**src/rtl/core/stbs_pkg.sv**
```systemverilog
package stbs_pkg;

	// default sizes of the table
	localparam int DEPTH_DEF   = 64;
	localparam int VALUE_W_DEF = 32;

	// command field and result index widths
	localparam int CMD_W   = 2;
	localparam int INDEX_W = 6;

	// command codes
	localparam logic [CMD_W-1:0] CMD_CLEAR  = 2'd0;
	localparam logic [CMD_W-1:0] CMD_APPEND = 2'd1;
	localparam logic [CMD_W-1:0] CMD_SEARCH = 2'd2;

	// search sequencer states
	typedef enum logic [1:0] {
		ST_IDLE,
		ST_PROBE,
		ST_CMP,
		ST_DONE
	} state_t;

	// outcome of the shared compare unit
	typedef struct packed {
		logic eq;
		logic lt;
	} cmp_res_t;

endpackage

```
**src/rtl/core/stbs_ram.sv**
```systemverilog
module stbs_ram #(
	parameter int WIDTH = 32,
	parameter int DEPTH = 64
) (
	input  logic                     clk,
	input  logic                     wr_en,
	input  logic [$clog2(DEPTH)-1:0] wr_addr,
	input  logic [WIDTH-1:0]         wr_data,
	input  logic                     rd_en,
	input  logic [$clog2(DEPTH)-1:0] rd_addr,
	output logic [WIDTH-1:0]         rd_data
);

	logic [WIDTH-1:0] mem [DEPTH];

	// write port
	always_ff @(posedge clk) begin
		if (wr_en) begin
			mem[wr_addr] <= wr_data;
		end
	end

	// registered read port
	always_ff @(posedge clk) begin
		if (rd_en) begin
			rd_data <= mem[rd_addr];
		end
	end

endmodule

```
**src/rtl/core/stbs_cmp.sv**
```systemverilog
module stbs_cmp
	import stbs_pkg::*;
#(
	parameter int WIDTH = 32
) (
	input  logic [WIDTH-1:0] entry,
	input  logic [WIDTH-1:0] key,
	output cmp_res_t         res
);

	// two's complement compare of a table entry against the search key
	always_comb begin
		res.eq = (entry == key);
		res.lt = ($signed(entry) < $signed(key));
	end

endmodule

```
**src/rtl/core/sorted_table_binary_search.sv**
```systemverilog
// Sorted table with binary search over a table RAM with registered read.
// Clear and append: no result transaction, one per cycle while no search is in progress.
// Search: P probes, P <= clog2(DEPTH) + 1, each a RAM read in ST_PROBE and a compare in ST_CMP;
// a hit goes to ST_DONE from ST_CMP, a miss from ST_PROBE, and ST_DONE loads the result.
// s_tready stays low until the result is loaded (plus any m_tready wait on the previous one).
// Reset clears the entry count, the sequencer and the output valid; table contents are kept.
module sorted_table_binary_search
	import stbs_pkg::*;
#(
	parameter int DEPTH       = DEPTH_DEF,
	parameter int VALUE_WIDTH = VALUE_W_DEF
) (
	input  logic                                clk,
	input  logic                                arst_n,
	input  logic                                s_tvalid,
	output logic                                s_tready,
	input  logic [((VALUE_WIDTH+7)/8)*8-1:0]    s_tdata,  // [VALUE_WIDTH-1:0] value
	input  logic [CMD_W-1:0]                    s_tuser,  // [1:0] cmd
	output logic                                m_tvalid,
	input  logic                                m_tready,
	output logic [7:0]                          m_tdata,  // [5:0] index
	output logic                                m_tuser   // [0] found
);

	localparam int AW = $clog2(DEPTH);
	localparam int CW = $clog2(DEPTH + 1);

	state_t                 state_q, state_d;
	logic [CW-1:0]          count_q;
	logic [CW-1:0]          lo_q, hie_q, mid_q;
	logic [CW-1:0]          span, mid;
	logic [VALUE_WIDTH-1:0] key_q;
	logic [VALUE_WIDTH-1:0] rd_data;
	logic                   hit_q;
	logic                   m_valid_q;
	logic                   found_q;
	logic [INDEX_W-1:0]     index_q;
	logic [CW+INDEX_W-1:0]  mid_ext;
	logic                   accept;
	logic                   start;
	logic                   wr_en;
	logic                   rd_en;
	logic                   load_out;
	logic                   step_lo, step_hi, set_hit;
	cmp_res_t               cmp;

	assign s_tready = (state_q == ST_IDLE);
	assign accept   = s_tvalid && s_tready;
	assign m_tvalid = m_valid_q;
	assign m_tuser  = found_q;
	assign m_tdata  = {{(8 - INDEX_W){1'b0}}, index_q};

	// midpoint of the half-open window [lo, hie)
	assign span    = hie_q - lo_q - CW'(1);
	assign mid     = lo_q + (span >> 1);
	assign mid_ext = {{INDEX_W{1'b0}}, mid_q};

	stbs_ram #(
		.WIDTH (VALUE_WIDTH),
		.DEPTH (DEPTH)
	) u_ram (
		.clk     (clk),
		.wr_en   (wr_en),
		.wr_addr (count_q[AW-1:0]),
		.wr_data (s_tdata[VALUE_WIDTH-1:0]),
		.rd_en   (rd_en),
		.rd_addr (mid[AW-1:0]),
		.rd_data (rd_data)
	);

	stbs_cmp #(
		.WIDTH (VALUE_WIDTH)
	) u_cmp (
		.entry (rd_data),
		.key   (key_q),
		.res   (cmp)
	);

	// state register
	always_ff @(posedge clk or negedge arst_n) begin
		if (!arst_n) begin
			state_q <= ST_IDLE;
		end else begin
			state_q <= state_d;
		end
	end

	// next state and control strobes
	always_comb begin
		state_d  = state_q;
		wr_en    = 1'b0;
		start    = 1'b0;
		rd_en    = 1'b0;
		step_lo  = 1'b0;
		step_hi  = 1'b0;
		set_hit  = 1'b0;
		load_out = 1'b0;
		unique case (state_q)
			ST_IDLE: begin
				if (accept) begin
					case (s_tuser)
						CMD_APPEND: wr_en = (count_q < CW'(DEPTH));
						CMD_SEARCH: begin
							start   = 1'b1;
							state_d = ST_PROBE;
						end
						default: ;
					endcase
				end
			end
			ST_PROBE: begin
				if (lo_q < hie_q) begin
					rd_en   = 1'b1;
					state_d = ST_CMP;
				end else begin
					state_d = ST_DONE;
				end
			end
			ST_CMP: begin
				if (cmp.eq) begin
					set_hit = 1'b1;
					state_d = ST_DONE;
				end else begin
					step_lo = cmp.lt;
					step_hi = !cmp.lt;
					state_d = ST_PROBE;
				end
			end
			ST_DONE: begin
				if (!m_valid_q || m_tready) begin
					load_out = 1'b1;
					state_d  = ST_IDLE;
				end
			end
			default: state_d = ST_IDLE;
		endcase
	end

	// entry count
	always_ff @(posedge clk or negedge arst_n) begin
		if (!arst_n) begin
			count_q <= '0;
		end else if (accept && s_tuser == CMD_CLEAR) begin
			count_q <= '0;
		end else if (wr_en) begin
			count_q <= count_q + CW'(1);
		end
	end

	// search window, key and hit
	always_ff @(posedge clk) begin
		if (start) begin
			lo_q  <= '0;
			hie_q <= count_q;
			key_q <= s_tdata[VALUE_WIDTH-1:0];
			hit_q <= 1'b0;
		end
		if (rd_en) begin
			mid_q <= mid;
		end
		if (step_lo) begin
			lo_q <= mid_q + CW'(1);
		end
		if (step_hi) begin
			hie_q <= mid_q;
		end
		if (set_hit) begin
			hit_q <= 1'b1;
		end
	end

	// output register: hold until the transaction completes
	always_ff @(posedge clk or negedge arst_n) begin
		if (!arst_n) begin
			m_valid_q <= 1'b0;
		end else if (load_out) begin
			m_valid_q <= 1'b1;
		end else if (m_tready) begin
			m_valid_q <= 1'b0;
		end
	end

	always_ff @(posedge clk) begin
		if (load_out) begin
			found_q <= hit_q;
			index_q <= hit_q ? mid_ext[INDEX_W-1:0] : '0;
		end
	end

`ifndef SYNTHESIS
	a_count_bound: assert property (@(posedge clk) disable iff (!arst_n)
		count_q <= CW'(DEPTH))
		else $error("entry count beyond table depth");

	a_probe_in_range: assert property (@(posedge clk) disable iff (!arst_n)
		(state_q == ST_CMP) |-> (mid_q < count_q))
		else $error("probe outside filled entries");

	a_window_order: assert property (@(posedge clk) disable iff (!arst_n)
		(state_q == ST_PROBE) |-> (lo_q <= hie_q))
		else $error("search window inverted");

	a_search_start: assert property (@(posedge clk) disable iff (!arst_n)
		(accept && s_tuser == CMD_SEARCH) |=> (state_q == ST_PROBE && !hit_q))
		else $error("search did not start");
`endif

endmodule

```
**config.mk**
```make
export PLATFORM = sky130hd
export DESIGN_NAME = sorted_table_binary_search
export DESIGN_NICKNAME = d
export VERILOG_FILES = /design/src/rtl/core/stbs_pkg.sv /design/src/rtl/core/stbs_ram.sv /design/src/rtl/core/stbs_cmp.sv /design/src/rtl/core/sorted_table_binary_search.sv
export SDC_FILE = /design/constraint.sdc
export NUM_CORES = 2
export LEC_CHECK = 0
export BUFFER_PORTS_ARGS = -buffer_cell sky130_fd_sc_hd__buf_2
export CAP_MARGIN = 20
export CORE_UTILIZATION = 68
export DETAILED_ROUTE_END_ITERATION = 7
export HOLD_SLACK_MARGIN = 0.12
export PLACE_DENSITY = 0.85
export SYNTH_ARGS = -nofsm -noshare
export SYNTH_HDL_FRONTEND = slang
export SYNTH_SLANG_ARGS = --single-unit
```
**constraint.sdc**
```tcl
create_clock -name clk -period 8.8 [get_ports clk]
set_clock_uncertainty 0.05 [all_clocks]
set_input_delay 0.88 -clock clk [delete_from_list [all_inputs] [get_ports clk]]
set_output_delay 0.88 -clock clk [all_outputs]
set_load 0.01 [all_outputs]
```
==> impl_metrics.tcl <==
set metrics [dict create \
    synth_area_sq_um 82600 \
    synth_top_family_by_area "multiplexers" \
    synth_top_area_share_pct 77.8 \
    initial_core_util_pct 68.8 \
    cts_root_buffer "clkbuf_16" \
    die_area_sq_um 123000 \
    portBuffers 46 \
    final-hold-violation-count 0 \
    drv_slew 0 \
    postSynthAreaPerCell_sq_um 24.7 \
    r2r_cells 9 \
    final_area_sq_um 92600 \
    fin_nets 3638 \
    drt_iter0_drc 8640 \
    max_freq_mhz 174 \
    yosys.area_share.simple_pct 0.927 \
    placed_area_sq_um 85500 \
    cts_tree "done" \
    drt_first_pass_iters 8 \
    endpoint_kind "register" \
    drc 5 \
    die_w_microns 351 \
    synth-adder-area-share_pct 0.821 \
    cts_buffer_depth 3 \
    setup_violations 0 \
    grt_pass1_vias 42579 \
    async_flop_share_pct 0.465 \
    synthCells 3342 \
    crit_path_max_fanout 144 \
    arrival_ns 6.25 \
    postCtsSetupRepairBufs 0 \
    vias 43436 \
    max_cap_violations 0 \
    rsz0062_at_grt "false" \
    avgViaCountPerCell 8.14 \
    cts_buffers 197 \
    whs_path_depth 2 \
    worst_pin_slew_ns 1.29 \
    die_y_microns 351 \
    grt.overflow.total 0 \
    grt_pass1_wl_mm 340 \
    antenna_found_initial 36 \
    netlist.top_cell.by_area "edfxtp_1" \
    ys_top_cells_by_area "edfxtp_1, mux4_2, ha_1, clkbuf_1, nor2_1" \
    io_pins 49 \
    min_period_over_period_pct 65.1 \
    synth_top_cells_by_count "edfxtp_1, mux4_2, clkbuf_1" \
    yosysWarningCount 0 \
    grt_max_degree 145 \
    yosysUniqueCellTypes 45 \
    placementRows 127 \
    synthMostInstantiatedCell "edfxtp_1" \
    gp_congestion 0.835 \
    timing.slew.headroom_pct 13.8 \
    routed_wl_mm 255 \
    routedWlPerCell_microns 47.8 \
    htreeDepth 4 \
    synth-seq-area-share_pct 78.1 \
    status "complete, but fails checks" \
    fp.coreArea_sq_um 120000 \
    grt_usage_pct 41.3 \
    period_needed_ns 5.73 \
    ant_nets 0 \
    dpl.hpwl_mm 117 \
    numClockSinks 2151 \
    worst-setup-path-type "reg2reg" \
    synth_compound_area_share_pct 0.406 \
    synth.area.mux_share_pct 18.4 \
    layout-drive-gt1-share_pct 32.2 \
    clkTransAtPathRegs_ns 0.07 \
    synth_ff_type "edfxtp_1" \
    ys_ff_latch 2151 \
    cp-start-kind "register" \
    hold_class "in2reg" \
    setup_tns_ns 0 \
    synth_xor_area_share_pct 0.201 \
    areaGrowthSynthToFinish_pct 12.0 \
    violations "DRC" \
    synth_edf_count 2140 \
    clock_latency_ns 0.87 \
    required_ns 9.32 \
]
[cell type report]
type / instances / area [sq um]
sequential: 2151 / 64500
clock buffer: 248 / 5230
antenna: 14 / 35.0
fill: 5451 / 27600
tap: 1612 / 2020
clock inverter: 113 / 1050
multi-input combinational: 972 / 17700
timing repair buffer: 167 / 1750
inverter: 58 / 218
[routing by layer]
metal	routed length, microns	part of all wire [%]	global-route usage (%)
met5	231	0.091	0
met4	17400	6.8	21.5
met3	40700	16	13.5
met1	77100	30	53.9
met2	120000	47	63.2
[cells in the final DEF (no fill, tap or decap), types with 24 or more instances in the layout]
cell type	count
clkbuf_1	46
clkbuf_16	202
buf_2	46
nor2_4	63
buf_4	76
buf_12	33
edfxtp_1	2140
ha_1	50
clkinv_1	42
mux4_2	672
inv_1	58
clkinv_2	34
a21oi_1	24
[cell families (layout without fill, tap and decap cells)]
group	Yosys count	after routing
AOI/OAI and AO/OA	55	55
xor gates and xnor gates	19	19
muxes	680	680
adders and majority gates	53	53
other	1	16
and+or+nand+nor	163	163
DFF	2151	2151
buffers and inverters	220	586
[worst max-delay path: stages (launching register included)]
cell and delay, ns:
edfxtp_1 0.47, nand2b_1 0.26, fa_1 0.46, xnor2_1 0.36, inv_1 0.12, fa_4 1.20
buf_12 0.48, mux4_2 0.55, mux4_2 0.55, mux4_2 0.50
[through the flow]
step	util, %	hold slack (ns)	setup slack [ns]	instances
2_1_floorplan	-	0.427	4.63	3343
3_3_place_gp	71.2	0.491	3.57	4925
3_5_place_dp	71.2	0.536	3.49	4925
4_1_cts	76.4	0.182	3.32	5287
5_1_grt	77.0	0.212	3.16	5324
6_report	77.0	0.207	3.07	5335
[state kept, by name (all words and copies together), names as in the netlist]
signal / flops
hie_q: 7
u_ram.mem: 2048
mid_q: 7
m_tuser: 1
index_q: 6
state_q: 2
m_tvalid: 1
key_q: 32
u_ram.rd_data: 32
count_q: 7
lo_q: 7
hit_q: 1
[final timing paths]
kind	start	end	slack, ns
min in group asynchronous	arst_n	m_tvalid	0.70
hold / removal	m_tready	m_tvalid	0.21
setup / recovery	lo_q[0]	u_ram.rd_data[3]	3.07
hold reg to reg	m_tvalid	m_tvalid	0.53
setup reg to reg	lo_q[0]	u_ram.rd_data[3]	3.07
max in group asynchronous	arst_n	state_q[1]	7.56
[timing repair]
action                    CTS  global route
gates resized for setup     0             0
hold endpoints to repair   10             0
hold buffers                1             0
Power is left out: the tool's default activity adds up to more than one toggle a clock period on the data nets, which glitch-free logic cannot reach.
